--- src/design/psu_queue.sv ---
// Short queue between the front and back ends.
`timescale 1ns / 1ps

module psu_queue #(
    parameter int WIDTH = 24,
    parameter int DEPTH = 4
) (
    input  logic             clk,
    input  logic             rst_n,
    input  logic             push,
    input  logic [WIDTH-1:0] push_data,
    input  logic             pop,
    output logic             full,
    output logic             head_valid,
    output logic [WIDTH-1:0] head_data
);

    localparam int PTR_W = (DEPTH > 1) ? $clog2(DEPTH) : 1;
    localparam int CNT_W = $clog2(DEPTH + 1);

    logic [WIDTH-1:0] slot_reg [DEPTH];
    logic [PTR_W-1:0] wr_ptr_reg;
    logic [PTR_W-1:0] rd_ptr_reg;
    logic [CNT_W-1:0] count_reg;

    assign full       = (count_reg == CNT_W'(DEPTH));
    assign head_valid = (count_reg != '0);
    assign head_data  = slot_reg[rd_ptr_reg];

    always_ff @(posedge clk)
    begin
        if (push)
            slot_reg[wr_ptr_reg] <= push_data;
    end

    always_ff @(posedge clk or negedge rst_n)
    begin
        if (!rst_n)
        begin
            wr_ptr_reg <= '0;
            rd_ptr_reg <= '0;
            count_reg  <= '0;
        end
        else
        begin
            if (push)
                wr_ptr_reg <= (wr_ptr_reg == PTR_W'(DEPTH - 1)) ? '0 : wr_ptr_reg + PTR_W'(1);
            if (pop)
                rd_ptr_reg <= (rd_ptr_reg == PTR_W'(DEPTH - 1)) ? '0 : rd_ptr_reg + PTR_W'(1);
            if (push && !pop)
                count_reg <= count_reg + CNT_W'(1);
            else if (pop && !push)
                count_reg <= count_reg - CNT_W'(1);
        end
    end

endmodule

--- config.mk ---
export PLATFORM = sky130hd
export DESIGN_NAME = psu_queue
export DESIGN_NICKNAME = d
export VERILOG_FILES = /design/src/design/psu_queue.sv
export SDC_FILE = /design/constraint.sdc
export NUM_CORES = 1
export LEC_CHECK = 0
export BUFFER_PORTS_ARGS = -buffer_cell sky130_fd_sc_hd__buf_2
export CORE_MARGIN = 2
export CORE_UTILIZATION = 51
export DETAILED_ROUTE_END_ITERATION = 10
export GPL_TIMING_DRIVEN = 0
export PLACE_DENSITY = 0.75
export SYNTH_ARGS = -nofsm -noshare
export SYNTH_HDL_FRONTEND = slang
export SYNTH_SLANG_ARGS = --single-unit
--- constraint.sdc ---
create_clock -name clk -period 1.6 [get_ports clk]
set_clock_uncertainty 0.05 [all_clocks]
set_input_delay 0.32 -clock clk [delete_from_list [all_inputs] [get_ports clk]]
set_output_delay 0.32 -clock clk [all_outputs]
set_load 0.05 [all_outputs]
-- After elaboration in Yosys (flattened, before gate mapping)
Memories as Yosys holds them, arrays and structs flattened.
Cells that the tools add are included.
- add/sub/neg operators: 4
- shifts and indexed selects: 0
- magnitude comparators: 0
- div/mod/pow operators: 0
- bitwise gates (word level): 0
- reduce and logical (&&, ||, !) cells: 6
- multipliers: 0
- equality and inequality tests: 3
- multiplexer cells: 6
- operators with widths (operator ; count):
    2-to-1 mux 3 bit ; 2
    adder 2 x 1 -> 2 bit, second input constant ; 2
    == test 2 bit, second input constant ; 2
    2-to-1 mux 2 bit ; 2
    adder 3 x 1 -> 3 bit, second input constant ; 1
    == test 3 bit, second input constant ; 1
    nonzero test 3 bit ; 1
    subtractor 3 x 1 -> 3 bit, second input constant ; 1
    logical AND 1 bit ; 2
    zero test 1 bit ; 2
    2-to-1 mux 1 bit ; 2
    nonzero test 2 bit ; 1
- output and inout bits: 26
- flip-flop bits (word level): 7
- memories: 1
- bits in read-only memories: 0
- latch bits: 0
- bits in writable memories: 96
- memories (memory ; words ; width ; read ports ; clocked after Yosys merged registers in ; wr ports ; line ; source):
    slot_reg ; 4 ; 24 ; 1 ; 0 ; 1 ; 21 ; logic [WIDTH-1:0] slot_reg [DEPTH];

-- Depth between registers and ports, before layout
Gate-level depths: netlist of run 1.
- depth in word-level cells: 4
- depth in mapped cells: 7
- depth with buffers taken out: 7

-- Least setup slack after synthesis of run 1
No wires, ideal clock.
- path kind: register -> output
- start: register count_reg[0]
- end: output port full
- path slack: -0.364 ns
- arrival time: 1.594 ns
- required time: 1.230 ns
- cell stages (with the launch flop): 2
- cell sequence: dfrtp_1 -> nor3b_1
- word-level cells in the longest chain between the ends: 1
- ends and longest elaborated chain (item ; line ; source):
    start: declaration ; 24 ; logic [CNT_W-1:0] count_reg;
    start signal: assignment ; 51 ; count_reg <= count_reg + CNT_W'(1);
    start signal: assignment ; 53 ; count_reg <= count_reg - CNT_W'(1);
    == test 3 bit ; 26 ; assign full = (count_reg == CNT_W'(DEPTH));
    end: declaration ; 13 ; output logic full,
No other way between the ends.

-- Worst setup path in the final report of run 1
- start: register rd_ptr_reg[0]
- end: output port head_data[5]
- word-level cells in the longest chain between the ends: 1
- ends and longest elaborated chain (item ; line ; source):
    start: declaration ; 23 ; logic [PTR_W-1:0] rd_ptr_reg;
    start signal: assignment ; 49 ; rd_ptr_reg <= (rd_ptr_reg == PTR_W'(DEPTH - 1)) ? '0 : rd_ptr_reg + PTR_W'(1);
    memory read (4 x 24 bit) ; -- ;
    end: declaration ; 15 ; output logic [WIDTH-1:0] head_data
No other way between the ends.

==> flow_summary.toml, run 1 <==
[worst_setup_path]
cp_top_family = "multiplexers"
timing.critical_path.buf_inv = 3
critPathMaxStageDelay_ns = 0.52
crit_chain = "buf_8 > buf_4 > mux4_2 > buf_6"
timing.rr.start = "count_reg[0]"
critPathLaunch = "rd_ptr_reg[0]"
cp-endpoint = "head_data[5]"
r2r-end = "count_reg[2]"
worst-path-stages = 4
cp_max_fo = 9
rr_worst_depth = 5
worstPathRequired_ns = 1.23
end_kind = "primary output"
r2r_setup_slack_ns = 0.13
critPathArrivalTime_ns = 1.76
cp-start-kind = "register"
crit_type = "register to primary output"
cp_slowest_cell = "mux4_2"

[die]
core_area_sq_mm = 0.00737
die_area_sq_mm = 0.00842
ios = 54
die_x_um = 91.7
die_height_um = 91.7
start_util = 0.533
rows = 31

[yosys]
ys_ff_latch = 103
synth_area_leaders = "edfxtp_1 (73%), mux4_2 (10%), dfrtp_1 (4.5%), mux4_1 (4.0%), ha_1 (1.9%)"
netlist.area_leader.share = 0.734
synth_flop_cell = "edfxtp_1"
ys_warn_count = 0
synth_nets = 198
ys_seq_area_frac = 0.779
syn_inst = 163
yosysUniqueCellTypes = 20
synth_edf_count = 96
synth_top_area_cell = "edfxtp_1"
netlist_area_sq_mm = 0.00393
avgSynthCellArea_sq_um = 24.1
postSynth.asyncResetShare = 0.0680

[cts]
clockBufferDepth = 2
insertion_delay_ns = 0.35
root_buffer = "clkbuf_8"
clock_sinks = 103
cts_buffers = 9
htree_levels = 3
cts_tree = "built"
clkTransAtPathRegs_ns = 0.09

[pwr]
max-vdd-ir-drop_mv = 0.997
p_leak_nw = 1.70
power_density_mw_per_mm2 = 2020

[outcome]
status = "complete, but fails checks"
violations = "setup timing"

[timing]
setup_violations = 25
min_period_over_period = 1.33
max-slew-margin-rel = 0.750
hold_violations = 0
final.min_clock_period_ns = 2.13
finalMaxSlewViolations = 0
tightest_slew_ns = 0.375
setup_ws_ns = -0.531
rsz0062_at_grt = "yes"
hold_ws_ns = 0.124
fmax_mhz = 469

[global_route]
grt_usage = 0.164
gr-total-overflow = 0
first_global_vias = 1916
grt_start_max_net_pins = 25
grt_pass1_wl_um = 10100
antenna_found_initial = 0

[routing]
drtPass1Iterations = 4
dr.first_iter.drc_count = 193
ant_nets = 0
wl_per_cell_um = 18.6
detail_route.vias_per_cell = 5.16
vias = 1771
route.final.wire_length_um = 6380
drc = 0

[final_layout]
drive_gt1_frac = 0.484
nFillCells = 498
seqCellArea_sq_mm = 0.00306
final_nets = 274
antenna-diode-count = 0
syn2layout_area_growth_pct = 22.3
multiInputGateArea_sq_um = 790
largest_register_ffs = 96

[place]
portBuffers = 53
dp_slack_ns = -0.356
gp_congestion = 0.661

[flow_run]
cap_violations = 0

[hold_path]
hold_class = "primary input to register"
placed cells by master (no fill, tap or decap):
| master | count |
|---|---|
| buf_6 | 27 |
| clkbuf_16 | 1 |
| xnor2_1 | 1 |
| buf_4 | 9 |
| dfrtp_2 | 1 |
| clkinvlp_4 | 3 |
| ha_1 | 6 |
| dfrtp_1 | 6 |
| mux2_2 | 3 |
| clkbuf_1 | 3 |
| nand3_1 | 1 |
| nor2_1 | 2 |
| dlygate4sd3_1 | 1 |
| or3_4 | 1 |
| buf_8 | 2 |
| mux4_2 | 24 |
| xor2_1 | 2 |
| buf_16 | 1 |
| nor3b_4 | 1 |
| o21ai_0 | 2 |
| and2_4 | 4 |
| edfxtp_1 | 96 |
| nand2_1 | 1 |
| inv_6 | 1 |
| fa_2 | 1 |
| inv_1 | 5 |
| buf_12 | 2 |
| clkbuf_8 | 9 |
| buf_2 | 28 |
logic make-up (layout without fill, tap and decap cells):
kind of cell	Yosys count	in the layout	share of synthesized area
DFF	103	103	0.779
buffers and inverters	11	92	0.0217
and+or+nand+nor	10	10	0.0140
AOI/OAI and AO/OA	2	2	0.00255
muxes	27	27	0.152
adders and majority gates	7	7	0.0242
xor gates and xnor gates	3	3	0.00669
what timing repair did:
item / in CTS / in global routing
pin swaps: 1 / 3
hold buffers: 1 / 0
cloned: 1 / 1
resized for setup: 66 / 8
endpoints found under the hold margin: 7 / 0
setup endpoints to repair: 122 / 51
buffers inserted: 9 / 0
metrics by stage:
| stage | area, sq um | util | setup TNS [ns] | std cells | power [W] |
|---|---|---|---|---|---|
| finish | 4800 | 0.652 | -12.30 | 343 | 0.00971 |
| CTS | 4750 | 0.644 | -12.00 | 342 | 0.00964 |
| floorplan | 3940 | - | -1.51 | 163 | 0.00660 |
| global route | 4800 | 0.652 | -13.83 | 343 | 0.0101 |
| detailed placement | 4320 | 0.587 | -17.87 | 315 | 0.00736 |
| global placement | 4320 | 0.587 | -15.85 | 315 | 0.00730 |
Yosys cell counts, types with 2 or more instances:
cell type / n
buf_2: 3
dfrtp_1: 7
mux4_1: 6
o21ai_0: 2
and2_1: 4
ha_1: 6
buf_12: 2
mux2_2: 3
edfxtp_1: 96
nor2_1: 2
inv_1: 5
xor2_1: 2
mux4_2: 18
worst min path at each step:
stage                  startpoint         endpoint  slack, ns  depth (start not counted)
finish               push_data[3]   slot_reg[1][3]       0.12                          1
global route         push_data[8]   slot_reg[0][8]       0.12                          1
CTS                 push_data[14]  slot_reg[2][14]       0.12                          1
detailed placement          rst_n     count_reg[1]       0.11                          1
global placement            rst_n     count_reg[1]       0.12                          1
floorplan                   rst_n     count_reg[0]      -0.03                          0
final cells by class:
class | count | share of cell area
Sequential cell | 103 | 0.637
Multi-Input combinational cell | 49 | 0.164
Inverter | 5 | 0.00391
Tap cell | 99 | 0.0258
Clock inverter | 4 | 0.00651
Buffer | 6 | 0.0156
Timing Repair Buffer | 65 | 0.119
Clock buffer | 12 | 0.0281
power by group:
part | total, W | internal, W | leakage (nW) | switching (W)
registers | 0.00365 | 0.00348 | 0.964 | 0.000174
clock network | 0.00140 | 0.000573 | 0.0732 | 0.000824
logic | 0.00466 | 0.00204 | 0.663 | 0.00262
total | 0.00971 | 0.00609 | 1.70 | 0.00362
routing by layer:
layer | track usage | vias up | share of wire
met4 | 0.0833 | 0 | 0.020
met3 | 0.0320 | 10 | 0.034
met2 | 0.281 | 38 | 0.53
li1 | - | 817 | -
met1 | 0.200 | 906 | 0.42
met5 | 0 | - | 0
(Power assumes the default switching activity.)
==> run 2: changes to the inputs <==
--- a/config.mk
+++ b/config.mk
@@ -10,6 +10,7 @@
 export CORE_UTILIZATION = 51
 export DETAILED_ROUTE_END_ITERATION = 10
 export GPL_TIMING_DRIVEN = 0
+export HOLD_SLACK_MARGIN = 0.03
 export PLACE_DENSITY = 0.75
 export SYNTH_ARGS = -nofsm -noshare
 export SYNTH_HDL_FRONTEND = slang
==> constraint.sdc (replaced) <==
create_clock -name clk -period 1.7 [get_ports clk]
set_clock_uncertainty 0.05 [all_clocks]
set_input_delay 0.34 -clock clk [delete_from_list [all_inputs] [get_ports clk]]
set_output_delay 0.34 -clock clk [all_outputs]
set_load 0.05 [all_outputs]
==> run 2 against run 1 <==
Net effect:
- the run still ends with setup timing left
- critical path type unchanged
- highest routed layer unchanged
- flip-flop and latch count unchanged
- final area decreased by 0.18%
- hold slack improved by 0.014 ns
==> flow_summary.toml, run 2 (same netlist as run 1, synthesis figures left out) <==
[outcome]
status = "complete, but fails checks"
violations = "setup timing"

[cts]
insertion_delay_ns = 0.35
clock_sinks = 103
root_buffer = "clkbuf_8"
cts_buffers = 9
htree_levels = 3
clockBufferDepth = 2
cts_tree = "built"
clkTransAtPathRegs_ns = 0.10

[routing]
detail_route.vias_per_cell = 5.28
drtPass1Iterations = 4
route.final.wire_length_um = 6410
wl_per_cell_um = 18.8
ant_nets = 0
drc = 0
dr.first_iter.drc_count = 70
vias = 1795

[die]
ios = 54
die_x_um = 91.7
die_area_sq_mm = 0.00842
core_area_sq_mm = 0.00737
rows = 31
start_util = 0.533
die_height_um = 91.7

[timing]
rsz0062_at_grt = "yes"
max-slew-margin-rel = 0.573
setup_ws_ns = -0.454
hold_violations = 0
setup_violations = 25
fmax_mhz = 464
min_period_over_period = 1.27
finalMaxSlewViolations = 0
tightest_slew_ns = 0.640
final.min_clock_period_ns = 2.15

[global_route]
gr-max-usage-layer = "met2"
grt_usage = 0.167
antenna_found_initial = 0
grt_pass1_wl_um = 10200
use_met3 = 0.0427
grtUsageMet1 = 0.215
first_global_vias = 1915
gr-total-overflow = 0
grt_start_max_net_pins = 25
grtUsageMet2 = 0.274

[worst_setup_path]
cp_max_fo = 9
critPathArrivalTime_ns = 1.76
crit_top_cell = "buf_6"
cp-start-kind = "register"
end_kind = "primary output"
worstPathRequired_ns = 1.31
crit_type = "register to primary output"
critPathMaxStageDelay_ns = 0.55
cp_slowest_cell = "mux4_2"
crit_chain = "buf_6 > buf_12 > mux4_2 > buf_6"

[final_layout]
nFillCells = 514
antenna-diode-count = 0
mostFrequentLayoutCells = "edfxtp_1 (96), buf_6 (28), buf_2 (28)"
final_nets = 271
layout_commonest_cell = "edfxtp_1"
drive_gt1_frac = 0.481
largest_register_ffs = 96
syn2layout_area_growth_pct = 22.1
stdcell_area_sq_mm = 0.00479

[flow_run]
cap_violations = 0

[pwr]
p_leak_nw = 1.70
power_density_mw_per_mm2 = 1940
max-vdd-ir-drop_mv = 0.795

[place]
dp_slack_ns = -0.433
dp_hpwl_um = 3850
portBuffers = 53
dpl_cell_area_sq_mm = 0.00432
gp_congestion = 0.669

[hold_path]
hold_class = "primary input to register"
-- run 2: worst paths after layout --
check	startpoint	end	slack (ns)	cells after the start
max	rd_ptr_reg[0]	head_data[12]	-0.45	4
min	push_data[0]	slot_reg[3][0]	0.14	1
max reg2reg	wr_ptr_reg[0]	slot_reg[3][17]	0.15	2
min reg2reg	count_reg[2]	count_reg[2]	0.55	2
max in group asynchronous	rst_n	count_reg[0]	1.15	2
min in group asynchronous	rst_n	count_reg[1]	0.28	2
-- run 2: final cells by class --
type,count,area [sq um],share of cell area
sequential,103,3060,0.638
multi-input combinational,49,786,0.164
timing repair buffer,62,518,0.108
clock buffer,9,124,0.0258
tap,99,124,0.0258
clock inverter,7,87.6,0.0183
buffer,6,75.1,0.0157
inverter,5,18.8,0.00392
-- run 2: metrics by stage --
stage | hold WS (ns) | util | setup TNS, ns | std cells | power (W)
floorplan | -0.00559 | - | 0 | 163 | 0.00621
global placement | 0.134 | 0.586 | -37.51 | 315 | 0.00688
detailed placement | 0.135 | 0.586 | -39.26 | 315 | 0.00694
CTS | 0.128 | 0.647 | -10.14 | 339 | 0.00931
global route | 0.124 | 0.650 | -11.32 | 340 | 0.00969
finish | 0.138 | 0.650 | -9.78 | 340 | 0.00928
-- run 2: power by group --
group	internal [W]	total, W	leakage [nW]	switching, W
Sequential	0.00327	0.00343	0.963	0.000151
Combinational	0.00181	0.00425	0.636	0.00245
Clock	0.000816	0.00161	0.100	0.000791
Total	0.00590	0.00928	1.70	0.00339
-- run 2: critical path, delay by kind of cell (launching register included) --
kind	cells	cell delay (ns)
mux	1	0.55
buf+inv	3	0.48
flops	1	0.38
-- run 2: repair_timing --
action	in CTS	in global routing
resized for setup	68	6
buffers inserted	7	1
pin swaps	0	2
endpoints found under the hold margin	7	0
setup endpoints to repair	121	50
hold buffers	1	0
-- run 2: layer usage --
| layer | vias to the layer above | part of all wire |
|---|---|---|
| li1 | 814 | - |
| met1 | 924 | 0.42 |
| met2 | 51 | 0.52 |
| met3 | 6 | 0.050 |
| met4 | 0 | 0.011 |
| met5 | - | 0 |
