==> src/design/psu_pkg.sv <==
// Shared types and constants of the PNG scanline unfilter.
`timescale 1ns / 1ps

package psu_pkg;

    localparam int BPP_W      = 4;
    localparam int ROW_W      = 14;
    localparam int CFG_DATA_W = 14;
    localparam int CFG_IDX_W  = 1;
    localparam int QUEUE_DEPTH = 4;

    localparam logic [CFG_IDX_W-1:0] REG_BYTES_PER_PIXEL = 1'd0;
    localparam logic [CFG_IDX_W-1:0] REG_ROW_BYTES       = 1'd1;

    localparam logic [BPP_W-1:0] BPP_RESET = 4'd4;
    localparam logic [ROW_W-1:0] ROW_RESET = 14'd4096;

    typedef enum logic [2:0] {
        FILT_NONE  = 3'd0,
        FILT_SUB   = 3'd1,
        FILT_UP    = 3'd2,
        FILT_AVG   = 3'd3,
        FILT_PAETH = 3'd4
    } filter_t;

    // Everything the back end needs to rebuild one data byte, except its column.
    typedef struct packed {
        logic [7:0] data;
        filter_t    filter;
        logic       first_row;
        logic       has_left;
        logic       last;
        logic       err;
    } item_ctl_t;

endpackage

==> src/design/psu_in_if.sv <==
// Input channel: filtered bytes with the image start mark.
`timescale 1ns / 1ps

interface psu_in_if;
    logic       valid;
    logic       ready;
    logic [7:0] data_byte;
    logic       image_start;

    modport source (output valid, output data_byte, output image_start, input ready);
    modport sink   (input valid, input data_byte, input image_start, output ready);
endinterface

==> src/design/psu_front.sv <==
// Front end: tracks the scanline position, decodes filter bytes, queues data bytes.
`timescale 1ns / 1ps

module psu_front #(
    parameter int MAX_ROW_BYTES   = 8192,
    parameter int MAX_PIXEL_BYTES = 8,
    parameter int IDX_W           = 13,
    parameter int CNT_W           = 14,
    parameter int TAP_W           = 3
) (
    input  logic                          clk,
    input  logic                          rst_n,
    psu_in_if.sink                        filtered,
    input  logic [psu_pkg::BPP_W-1:0]     bytes_per_pixel,
    input  logic [psu_pkg::ROW_W-1:0]     row_bytes,
    input  logic                          full,
    output logic                          push,
    output logic [IDX_W-1:0]              push_idx,
    output psu_pkg::item_ctl_t            push_ctl,
    output logic [TAP_W-1:0]              left_tap
);

    localparam int LEN_W = (CNT_W > psu_pkg::ROW_W) ? CNT_W : psu_pkg::ROW_W;

    logic [CNT_W-1:0]         col_reg;
    psu_pkg::filter_t         filter_reg;
    logic                     first_reg;
    logic                     err_reg;

    logic [CNT_W-1:0]         col_eff;
    logic                     first_eff;
    logic                     err_eff;
    logic                     bad;
    logic                     is_filter;
    logic                     accept;
    logic                     last;
    logic [psu_pkg::BPP_W-1:0] bpp_eff;
    logic [LEN_W-1:0]         row_ext;
    logic [CNT_W-1:0]         len_eff;

    assign filtered.ready = !full;
    assign accept = filtered.valid && filtered.ready;

    always_comb
    begin
        if (bytes_per_pixel == '0)
            bpp_eff = psu_pkg::BPP_W'(1);
        else if (bytes_per_pixel > psu_pkg::BPP_W'(MAX_PIXEL_BYTES))
            bpp_eff = psu_pkg::BPP_W'(MAX_PIXEL_BYTES);
        else
            bpp_eff = bytes_per_pixel;

        row_ext = LEN_W'(row_bytes);
        if (row_bytes == '0)
            len_eff = CNT_W'(1);
        else if (row_ext > LEN_W'(MAX_ROW_BYTES))
            len_eff = CNT_W'(MAX_ROW_BYTES);
        else
            len_eff = CNT_W'(row_ext);
    end

    assign left_tap = TAP_W'(bpp_eff - psu_pkg::BPP_W'(1));

    // An image start restarts the row state before this byte is looked at.
    assign col_eff   = filtered.image_start ? '0 : col_reg;
    assign first_eff = filtered.image_start | first_reg;
    assign err_eff   = !filtered.image_start & err_reg;
    assign bad       = filtered.data_byte > 8'(psu_pkg::FILT_PAETH);
    assign is_filter = (col_eff == '0);
    assign last      = (col_eff >= len_eff);

    assign push     = accept && !is_filter;
    assign push_idx = IDX_W'(col_eff - CNT_W'(1));

    always_comb
    begin
        push_ctl.data      = filtered.data_byte;
        push_ctl.filter    = filter_reg;
        push_ctl.first_row = first_eff;
        push_ctl.has_left  = (push_idx >= IDX_W'(bpp_eff));
        push_ctl.last      = last;
        push_ctl.err       = err_eff;
    end

    always_ff @(posedge clk or negedge rst_n)
    begin
        if (!rst_n)
        begin
            col_reg    <= '0;
            filter_reg <= psu_pkg::FILT_NONE;
            first_reg  <= 1'b1;
            err_reg    <= 1'b0;
        end
        else if (accept)
        begin
            if (is_filter)
            begin
                filter_reg <= bad ? psu_pkg::FILT_NONE
                                  : psu_pkg::filter_t'(filtered.data_byte[2:0]);
                err_reg    <= err_eff | bad;
                col_reg    <= CNT_W'(1);
                first_reg  <= first_eff;
            end
            else
            begin
                err_reg   <= err_eff;
                first_reg <= last ? 1'b0 : first_eff;
                col_reg   <= last ? '0 : col_eff + CNT_W'(1);
            end
        end
    end

endmodule

==> src/flat_wrapper.sv <==
// flat-port wrapper written by rule: the top's interface ports become plain ports
module psu_front_flat 
#(
    parameter int MAX_ROW_BYTES   = 8192,
    parameter int MAX_PIXEL_BYTES = 8,
    parameter int IDX_W           = 13,
    parameter int CNT_W           = 14,
    parameter int TAP_W           = 3
)
  (clk, rst_n, bytes_per_pixel, row_bytes, full, push, push_idx, push_ctl, left_tap, filtered_valid, filtered_data_byte, filtered_image_start, filtered_ready);
  psu_in_if filtered_i ();
  input  logic clk;
  input  logic rst_n;
  input  logic [psu_pkg::BPP_W-1:0] bytes_per_pixel;
  input  logic [psu_pkg::ROW_W-1:0] row_bytes;
  input  logic full;
  output logic push;
  output logic [IDX_W-1:0] push_idx;
  output psu_pkg::item_ctl_t push_ctl;
  output logic [TAP_W-1:0] left_tap;
  input wire logic [$bits(filtered_i.valid)-1:0] filtered_valid;
  input wire logic [$bits(filtered_i.data_byte)-1:0] filtered_data_byte;
  input wire logic [$bits(filtered_i.image_start)-1:0] filtered_image_start;
  output wire logic [$bits(filtered_i.ready)-1:0] filtered_ready;
  assign filtered_i.valid = filtered_valid;
  assign filtered_i.data_byte = filtered_data_byte;
  assign filtered_i.image_start = filtered_image_start;
  assign filtered_ready = filtered_i.ready;
  psu_front #(.MAX_ROW_BYTES(MAX_ROW_BYTES), .MAX_PIXEL_BYTES(MAX_PIXEL_BYTES), .IDX_W(IDX_W), .CNT_W(CNT_W), .TAP_W(TAP_W)) u_core (.clk(clk), .rst_n(rst_n), .filtered(filtered_i), .bytes_per_pixel(bytes_per_pixel), .row_bytes(row_bytes), .full(full), .push(push), .push_idx(push_idx), .push_ctl(push_ctl), .left_tap(left_tap));
endmodule
==> config.mk <==
export PLATFORM = sky130hd
export DESIGN_NAME = psu_front_flat
export DESIGN_NICKNAME = d
export VERILOG_FILES = /design/src/design/psu_pkg.sv /design/src/design/psu_in_if.sv /design/src/design/psu_front.sv /design/src/flat_wrapper.sv
export SDC_FILE = /design/constraint.sdc
export NUM_CORES = 1
export LEC_CHECK = 0
export BUFFER_PORTS_ARGS = -buffer_cell sky130_fd_sc_hd__buf_4
export CORE_UTILIZATION = 36
export DETAILED_ROUTE_END_ITERATION = 8
export SYNTH_ARGS = -nofsm -noshare
export SYNTH_HDL_FRONTEND = slang
export SYNTH_SLANG_ARGS = --single-unit
==> constraint.sdc <==
create_clock -name clk -period 4.9 [get_ports clk]
set_input_delay 0.245 -clock clk [delete_from_list [all_inputs] [get_ports clk]]
set_output_delay 0.245 -clock clk [all_outputs]
set_load 0.1 [all_outputs]
Word-level counts from Yosys, hierarchy flattened
Cells that the tools add are included.
- RAM bits: 0
- word-level logic and storage cells: 35
- memories: 0
- register bits: 19
- output and inout bits: 33
- bits of input ports: 31
- ROM bits: 0
- latch bits: 0
- order comparisons: 5
- eq/ne operators: 0
- shift-type cells: 0
- bitwise operators: 3
- div/mod/pow operators: 0
- reduce and logical (&&, ||, !) cells: 9
- add/subtract/negate cells: 3
- multiply operators: 0
- mux-type cells: 11
- operator list (kind ; count):
    $mux 14 ; 5
    $logic_not 14->1 ; 2
    $add 14x1->14 const B ; 1
    $ge 14x14->1 ; 1
    $gt 14x14->1 const B ; 1
    $ge 13x4->1 ; 1
    $sub 13x1->13 const B ; 1
    $gt 8x3->1 const B ; 1
    $mux 4 ; 2
    $gt 4x4->1 const B ; 1
    $logic_not 4->1 ; 1
    $logic_not 1->1 ; 3
    $mux 1 ; 3
    $mux 3 ; 1
    $sub 3x1->3 const B ; 1
    $logic_and 1x1->1 ; 2
    $or 1x1->1 ; 2
    $reduce_and 2->1 ; 1
    $and 1x1->1 ; 1

Depth between registers and ports, before layout
Gate-level depths: netlist (run 1).
- depth after elaboration: 6
- gate-level depth with buffers: 13
- depth with buffers taken out: 11

Worst setup path after synthesis (run 1)
OpenSTA, ideal clock, no wires.
- path type: flip-flop to output port
- from: register u_core.col_reg[0]
- to: output port push_ctl[2] (netlist bit)
- buffers on the path: 0
- required time: 4655 ps
- path slack: -303 ps
- arrival: 4958 ps
- cell stages (with the launch flop): 9
- cells stage by stage: dfrtp_1 nand2b_1 ha_1 xnor2_1 ha_1 nor2b_1 o21ai_0 nand2_1 nand4b_1
- RTL lines (element ; line ; RTL):
    from (decl) ; psu_front.sv:25 ; logic [CNT_W-1:0] col_reg;
    from (signal assigned) ; psu_front.sv:108 ; col_reg <= last ? '0 : col_eff + CNT_W'(1);
    to (decl) ; flat_wrapper.sv:19 ; output psu_pkg::item_ctl_t push_ctl;

==> run summary, run 1 <==
The flow ran to the end, and the final reports show no timing, DRC or antenna violations. Peak fanout along the critical path: 11. VDD sags by at most 0.180 mV. The number of antenna violations at the first check in global routing was 0.

Of all flip-flops after synthesis, the portion carrying an async set or reset was 100%. The tools report the number of synthesis warnings as 0. The net count of the finished layout is 376, and the post-detailed-route DRC marker count is 0. Setup repair after global routing left no endpoint under its margin. At the placement stage, the worst setup path has a slack of 1580 ps. For the global-route total usage across every layer, the log shows 18.8%.

In this run the cell area of the synthesized design comes to 2160 µm². The fraction of the cycle the final worst path needs works out to 67.8%. The post-CTS setup buffer count was 0; the area of the die was 6310 µm². The vertical extent of the die was 79.4 µm.

The number of buffers inserted by hold repair at cts was 1; the summed area of non-filler cells in the final layout was 2640 µm². The logs give 22.1% for the post-synthesis sequential area ratio and 9470 µm for the first-pass GRT wire length. After detailed routing, the number of vias per cell comes to 5.39.

Data on the critical path is required at its endpoint by 4660 ps. In this run the core area contains 27 standard-cell rows. The logs give 2001 for the number of global-route vias before repair and 2 for the worst-case clock buffer depth. In this run, synthesis produced a sequential element count of 19. After clock tree synthesis, the clock-pin slew on the worst setup and hold paths is 70 ps.

The signal on the critical path passes through inv_1 > nor2_1 > ha_1 > a211o_1 > a21oi_1 > o211ai_1 > a2111oi_4 > inv_1 > buf_4. The logs give 1.23 nW for the leakage component of the power and 163 for the DRC violation total after the first TritonRoute iteration. The logs give 1.87 ps for the setup skew after layout and 3 for the total clock buffers created by CTS. The synthesized netlist contains 58 unique library cells. The synthesis-to-finish area growth was 22.2%.

At the pin with the least slew margin, the transition time is 696 ps. Power spread over the standard cell area amounts to 300 nW/µm². During placement, the flow inserted port buffers numbering 63.

Timing would allow up to 301 MHz. The horizontal die dimension is 79.4 µm, and the count of cells along the worst register-to-register path is 9. The per-instance average area after synthesis is 7.73 µm². Gates resized during post-CTS repair numbered 0.

For the worst-skew pair, the clock arrives at the later sink with an insertion delay of 260 ps. The post-detailed-route count of antenna-violating nets was 0; the via count of the routed design was 2123. The worst hold path was traced through 3 stages.

The register with the most flip-flops in the layout has 14 of them. Standard cell with the maximum stage delay on the critical path: a2111oi_4. Together, buffers and inverters on the worst path number 3.

STA classifies the critical path endpoint as a primary output. The most used flip-flop cell after synthesis is dfrtp_1. Cell at the root of the clock tree: clkbuf_8. After detailed routing, the total wire length is 5730 µm. Synthesis produced 279 cells. Counting every net in the synthesized netlist gives 332.

The worst hold-check path type is primary input to flip-flop. Max-cap violations in this run came to 0. Sort of element at the start of the critical path: a flip-flop.

Number of H-tree levels: 1. The summed negative setup slack over all endpoints was 0 ps. TritonCTS built the clock tree. Pin placement for this block handled 64 I/O pins. The number of antenna diodes in the final layout is 0.

For the number of clock sinks, the log shows 19. The count of pins over their slew limit is 0. For the post-placement cell area, the log shows 2580 µm².

For this configuration, the core starts out at a cell density of 38.2%. For the count of final hold-check violations, the log shows 0. The floorplan step defined a core boundary enclosing 5640 µm². The final setup slack of the worst path is 1580 ps, and the remaining global-route overflow is 0.

The shortest period the worst path allows works out to 3320 ps. For the final setup violation count, the log shows 0. The routability-driven placement congestion ratio is 0.878. The family with the most delay on the worst path was compound AO/OA/AOI/OAI gates. In the final routed layout, each cell accounts on average for 14.5 µm. After legalization and detailed placement, the total HPWL measured 4640 µm. The instance count on the critical path works out to 9. The delay of the slowest cell on the worst path was 670 ps. The most numerous cell type found on the critical path is inv_1.

The critical path is of the flip-flop to primary output type. Data arrives at the worst endpoint at 3080 ps. Cells with a size suffix above 1 make up 26.7% of the layout.

The number of optimization iterations in the first detailed-route pass came out at 4. The count of flip-flops with a built-in enable after synthesis was 0; the worst-case headroom to the max-slew limit was 53.6%. The largest net degree at the start of global routing was 31.
## where the power goes
group	leakage, nW	internal, mW	total (mW)	switching, mW
registers	0.254	0.165	0.176	0.0115
clock network	0.0255	0.0566	0.111	0.0540
logic	0.949	0.126	0.504	0.378
## final cells by class
type | count | area (µm²)
Sequential cell | 19 | 477
Clock inverter | 1 | 5.00
Timing Repair Buffer | 64 | 483
Clock buffer | 3 | 41.3
Tap cell | 72 | 90.1
Fill cell | 596 | 3010
Inverter | 24 | 90.1
Multi-Input combinational cell | 211 | 1450
## kinds of logic after synthesis
group,Yosys count,share of synthesized area (%)
buf+inv,49,11.4
flops,19,22.1
xor+xnor,14,5.68
mux,2,0.928
compound gates,50,17.8
fa+ha+maj,22,12.8
simple gates,123,29.4
## worst reg2reg max path, stage by stage, from the launching register on
cell and delay (ps):
dfrtp_1 520, inv_1 150, nor2_1 230, ha_1 300, a211o_1 260, a21oi_1 120
o211ai_1 150, a2111oi_4 670, nand2_2 350, o41ai_1 400
## path summary, 6_finish.rpt
check,start,endpoint,slack [ps]
worst max register to register,u_core.col_reg[5]$_DFFE_PN0P_,u_core.col_reg[10]$_DFFE_PN0P_,1640
min in group asynchronous,rst_n,u_core.col_reg[1]$_DFFE_PN0P_,420
worst min register to register,u_core.filter_reg[0]$_DFFE_PN0P_,u_core.filter_reg[0]$_DFFE_PN0P_,490
worst max-delay path,u_core.col_reg[5]$_DFFE_PN0P_,push_ctl[1],1580
max in group asynchronous,rst_n,u_core.first_reg$_DFFE_PN1P_,4220
worst min-delay path,filtered_data_byte[2],u_core.filter_reg[2]$_DFFE_PN0P_,260
## metrics by stage
step                hold slack [ps]  std cells  utilization [%]  power [mW]
finish                          262        394             46.7       0.790
global route                    269        394             46.7       0.831
CTS                             255        394             46.7       0.798
detailed placement              132        389             45.7       0.685
global placement                137        389             45.7       0.683
floorplan                     -50.6        279                -       0.579
## Yosys cell counts, drive strengths merged (3+ instances only)
| library cell | number | area share [%] |
|---|---|---|
| nand2 | 44 | 7.8 |
| inv | 23 | 4.0 |
| nor2 | 23 | 4.4 |
| ha | 22 | 13 |
| buf | 19 | 6.0 |
| dfrtp | 18 | 21 |
| o21ai | 11 | 2.6 |
| xnor2 | 11 | 4.5 |
| nand3 | 10 | 2.3 |
| a21oi | 9 | 2.1 |
| nor2b | 8 | 2.3 |
| nor4 | 8 | 2.9 |
| nand4 | 7 | 2.0 |
| clkbuf | 6 | 1.2 |
| o31ai | 6 | 2.8 |
| nor3 | 5 | 1.4 |
| or4 | 5 | 2.1 |
| a31oi | 4 | 1.2 |
| nand2b | 3 | 0.87 |
| o32ai | 3 | 1.9 |
| xor2 | 3 | 1.2 |
## placed cells by master (no fill, tap or decap), types with 2 or more instances in the layout
master    netlist  final
nand3b_1        2      2
a21oi_1         9      9
dfrtp_1        18     18
ha_1           22     22
or4_1           3      3
mux2i_1         2      2
buf_4          12     63
nand2b_1        3      3
xor2_1          3      3
o211ai_1        2      2
xnor2_2         0      2
o21ai_0        10     10
clkbuf_8        0      3
nor4_2          2      2
nand3_1        10     10
or4_4           2      2
nor3_1          4      4
nand4_1         7      7
a41oi_1         2      2
o31ai_1         3      3
nor4_1          6      6
and3_1          2      2
a31oi_1         4      4
xnor2_1        11      9
o32ai_2         2      2
o31ai_2         3      3
o41ai_1         2      2
nand2_1        43     43
nor2b_1         8      8
inv_1          22     22
nor2_1         22     22
o22ai_1         2      2
## metal layers
| metal | wire, µm | track usage (%) | part of all wire (%) | vias to the layer above |
|---|---|---|---|---|
| li1 | - | - | - | 1050 |
| met1 | 2670 | 26.0 | 47 | 988 |
| met2 | 2630 | 31.2 | 46 | 77 |
| met3 | 350 | 2.40 | 6.1 | 8 |
| met4 | 78 | 4.00 | 1.4 | 0 |
| met5 | 0 | 0 | 0 | - |
No activity file was read; power rests on OpenSTA's default activity.
==> inputs of run 2 (changes only) <==
Clock period 4.9 ns to 2.8 ns, I/O delays scaled along.
==> run 2 against run 1 <==
Compared with the run above: sequential share of layout area decreased by 1.7 points; count of clock-buffer cells in the layout increased by 1; sequential power increased by 76%; clock power increased by 77%; die area unchanged; core utilization increased by 4.9 points; global-route usage increased by 1.6 points; cell count increased by 4.8%; critical endpoint unchanged; largest power group unchanged.
==> run summary, run 2 (synthesized netlist as in run 1, its figures left out) <==
The tools report the post-placement cell area as 2800 µm² (was 2580 µm²). The leakage component of the power was 1.34 nW (was 1.23 nW); the detailed-placement wirelength estimate was 4990 µm (was 4640 µm). The run gives 3 (unchanged) as the total clock buffers created by CTS. The via count of the routed design was 2226 (was 2123). The type of the worst setup path is flip-flop to primary output (unchanged). The average wire per standard cell works out to 15.1 µm (was 14.5 µm).

The area of the die was 6310 µm² (unchanged); the total of buffers placed on input and output ports was 63 (unchanged). Synthesis-to-finish area growth: 34.9% (was 22.2%). The beginning of the worst hold path is filtered_data_byte[1] (was filtered_data_byte[2]). The flow ran to the end, and the final reports show no timing, DRC or antenna violations. The logs give 2059 (was 2001) for the number of global-route vias before repair and 2910 µm² (was 2640 µm²) for the summed area of non-filler cells in the final layout. The post-route non-filler standard cell count was 413 (was 394). Number of vias per cell: 5.39 (about the same).

The category of the worst setup path capture point is a primary output (unchanged). The standard cell with the maximum stage delay on the critical path was dfrtp_1 (was a2111oi_4). The logs give 64.9% (was 53.6%) for the worst-case headroom to the max-slew limit and 0 (unchanged) for the max-cap violation count. The tools report the global-route total usage across every layer as 20.4% (was 18.8%). The tools report the routability-driven placement congestion ratio as 0.952 (was 0.878).

The critical register-to-register path endpoint is u_core.col_reg[11]$_DFFE_PN0P_ (was u_core.col_reg[10]$_DFFE_PN0P_). Sort of element at the start of the critical path: a flip-flop (unchanged). The final setup violation count is 0 (unchanged), and the slew at the pin with the worst max-slew slack is 525 ps (was 696 ps). The cell count after placement is 406 (was 389), and the delay of the slowest cell on the worst path is 450 ps (was 670 ps). The setup slack of the worst register-to-register path was 290 ps (was 1640 ps). The cell at the root of the clock tree is clkbuf_8 (unchanged).

The shortest period the worst path allows is 2640 ps. The routed wire length is 6220 µm (was 5730 µm). For the largest net degree at the start of global routing, the log shows 20 (was 31). The tools report the number of standard-cell rows in the floorplan as 27 (unchanged). Leading cell type in the layout, fill and taps excluded: buf_4 (unchanged). The number of filler cells placed in the layout came out at 563 (was 596). The fraction of layout instances using a drive strength above 1 is 35.5% (was 26.7%), and the setup skew after layout is 2.27 ps (was 1.87 ps). The fraction of the cycle the final worst path needs works out to 94.2%. The tools report the critical path data required time as 2660 ps (was 4660 ps).

The tools report the post-route core utilization as 51.6% (was 46.7%). The instance count on the critical path is 9 (unchanged). The count of cells along the worst hold path is 3 (unchanged). Net count of the finished layout: 395 (was 376). TritonCTS built the clock tree.

The logs give 5640 µm² (unchanged) for the area of the core region and 4 (unchanged) for the number of optimization iterations in the first detailed-route pass. The first-pass GRT wire length is 10000 µm (was 9470 µm). The I/O pin count is 64 (unchanged), and the count of cells along the worst register-to-register path is 9 (unchanged).

The tools report the count of final hold-check violations as 0 (unchanged). The post-detailed-route count of antenna-violating nets is 0 (unchanged). The number of H-tree levels is 1 (unchanged), and the peak supply drop is 0.344 mV (was 0.180 mV).

The worst-case hold slack came out at 164 ps (was 262 ps). The worst hold-check path type is primary input to flip-flop (unchanged). For this run, the top clock speed supported by timing is 379 MHz. The vertical extent of the die came out at 79.4 µm (unchanged). The summed negative setup slack over all endpoints came out at 0 ps (unchanged). The number of flip-flops in the largest register is 14 (unchanged), and the clock latency on the worst-skew pair is 260 ps (about the same). The final antenna diode count was 0 (unchanged). Crit path cell chain: nand2b_4 > ha_1 > nand2b_1 > a21oi_1 > o211ai_1 > a2111oi_4 > buf_6 > inv_1 > buf_8 (was inv_1 > nor2_1 > ha_1 > a211o_1 > a21oi_1 > o211ai_1 > a2111oi_4 > inv_1 > buf_4).

Most used cells in the layout excluding fill and tap cells: buf_4, nand2_1, inv_1, nor2_1, ha_1 (unchanged). The sum of buffers and inverters on the critical path is 3 (unchanged), and the clock transition time at the flip-flop clock pins of the worst setup and hold paths is 70 ps (about the same). The power density over the cells was 496 nW/µm² (was 300 nW/µm²).

The initial core utilization came out at 38.2% (unchanged). End point of the most critical hold path: u_core.filter_reg[1]$_DFFE_PN0P_ (was u_core.filter_reg[2]$_DFFE_PN0P_). The data arrival time of the critical path was 2500 ps (was 3080 ps). The DRC violation total after the first TritonRoute iteration was 132 (was 163); the number of antenna violations at the first check in global routing was 0 (unchanged). Critical path launch point: u_core.col_reg[0]$_DFFE_PN0P_ (was u_core.col_reg[5]$_DFFE_PN0P_).

The worst-case clock buffer depth came out at 2 (unchanged). The run gives 19 (unchanged) as the number of clock sinks. Family with the most delay on the worst path: compound AO/OA/AOI/OAI gates (unchanged). The horizontal die dimension works out to 79.4 µm (unchanged). The peak fanout along the critical path is 9 (was 11), and the count of pins over their slew limit is 0 (unchanged). The worst flop-to-flop path startpoint was u_core.col_reg[0]$_DFFE_PN0P_ (was u_core.col_reg[5]$_DFFE_PN0P_). The post-detailed-route DRC marker count is 0 (unchanged). For the remaining global-route overflow, the log shows 0 (unchanged).
run 2: cell count changes in the layout (fill, tap and decap cells not counted), moves of 3 or more:
| cell | previous run | this run |
|---|---|---|
| nand2_2 | 1 | 4 |
| buf_4 | 63 | 80 |
| ha_4 | 0 | 3 |
| ha_1 | 22 | 18 |
| nand2_1 | 43 | 40 |
| xnor2_1 | 9 | 6 |
run 2: worst reg2reg max path, delay by kind of cell (launching register included):
family | cells | cell delay (ps)
compound gates | 4 | 950
simple gates | 3 | 490
flops | 1 | 450
fa+ha+maj | 1 | 310
buf+inv | 1 | 210
run 2: worst max path at each step:
stage | endpoint
floorplan | push_ctl[2]
global placement | u_core.col_reg[3]$_DFFE_PN0P_
detailed placement | u_core.col_reg[11]$_DFFE_PN0P_
CTS | push_ctl[1]
global route | push_ctl[1]
finish | push_ctl[1]
run 2: cell type report:
class                   instances  area (µm²)  area share, %
clock buffers                   4        45.0           1.55
inverters                      24        93.8           3.23
repair buffers                 83         637           21.9
well taps                      72        90.1           3.10
flip-flops and latches         19         478           16.4
multi-input cells             211        1570           53.8
run 2: through the flow:
stage          setup WS, ps  total power, mW
5_1_grt               -2.96             1.52
3_3_place_gp            233             1.24
2_1_floorplan          -566             1.06
3_5_place_dp            176             1.25
4_1_cts                47.4             1.45
6_report                161             1.44
run 2: repair_timing:
item,4_1_cts,5_1_grt
endpoints found under the hold margin,18,0
endpoints found under the setup margin,1,2
pin swaps,0,2
gates resized for setup,2,9
hold buffers,1,0
setup buffers,0,2
gates cloned,0,0
run 2: where the power goes:
| part | switching [mW] | total, mW | internal, mW |
|---|---|---|---|
| Sequential | 0.0215 | 0.310 | 0.289 |
| Clock | 0.0946 | 0.196 | 0.101 |
| Combinational | 0.680 | 0.937 | 0.256 |
| Total | 0.796 | 1.44 | 0.646 |
run 2: metal layers:
metal / up-vias / global-route usage (%) / part of all wire [%]
li1: 1098 / - / -
met1: 1032 / 27.9 / 45
met2: 88 / 33.3 / 47
met3: 8 / 1.94 / 6.5
met4: 0 / 7.45 / 1.7
met5: - / 0 / 0
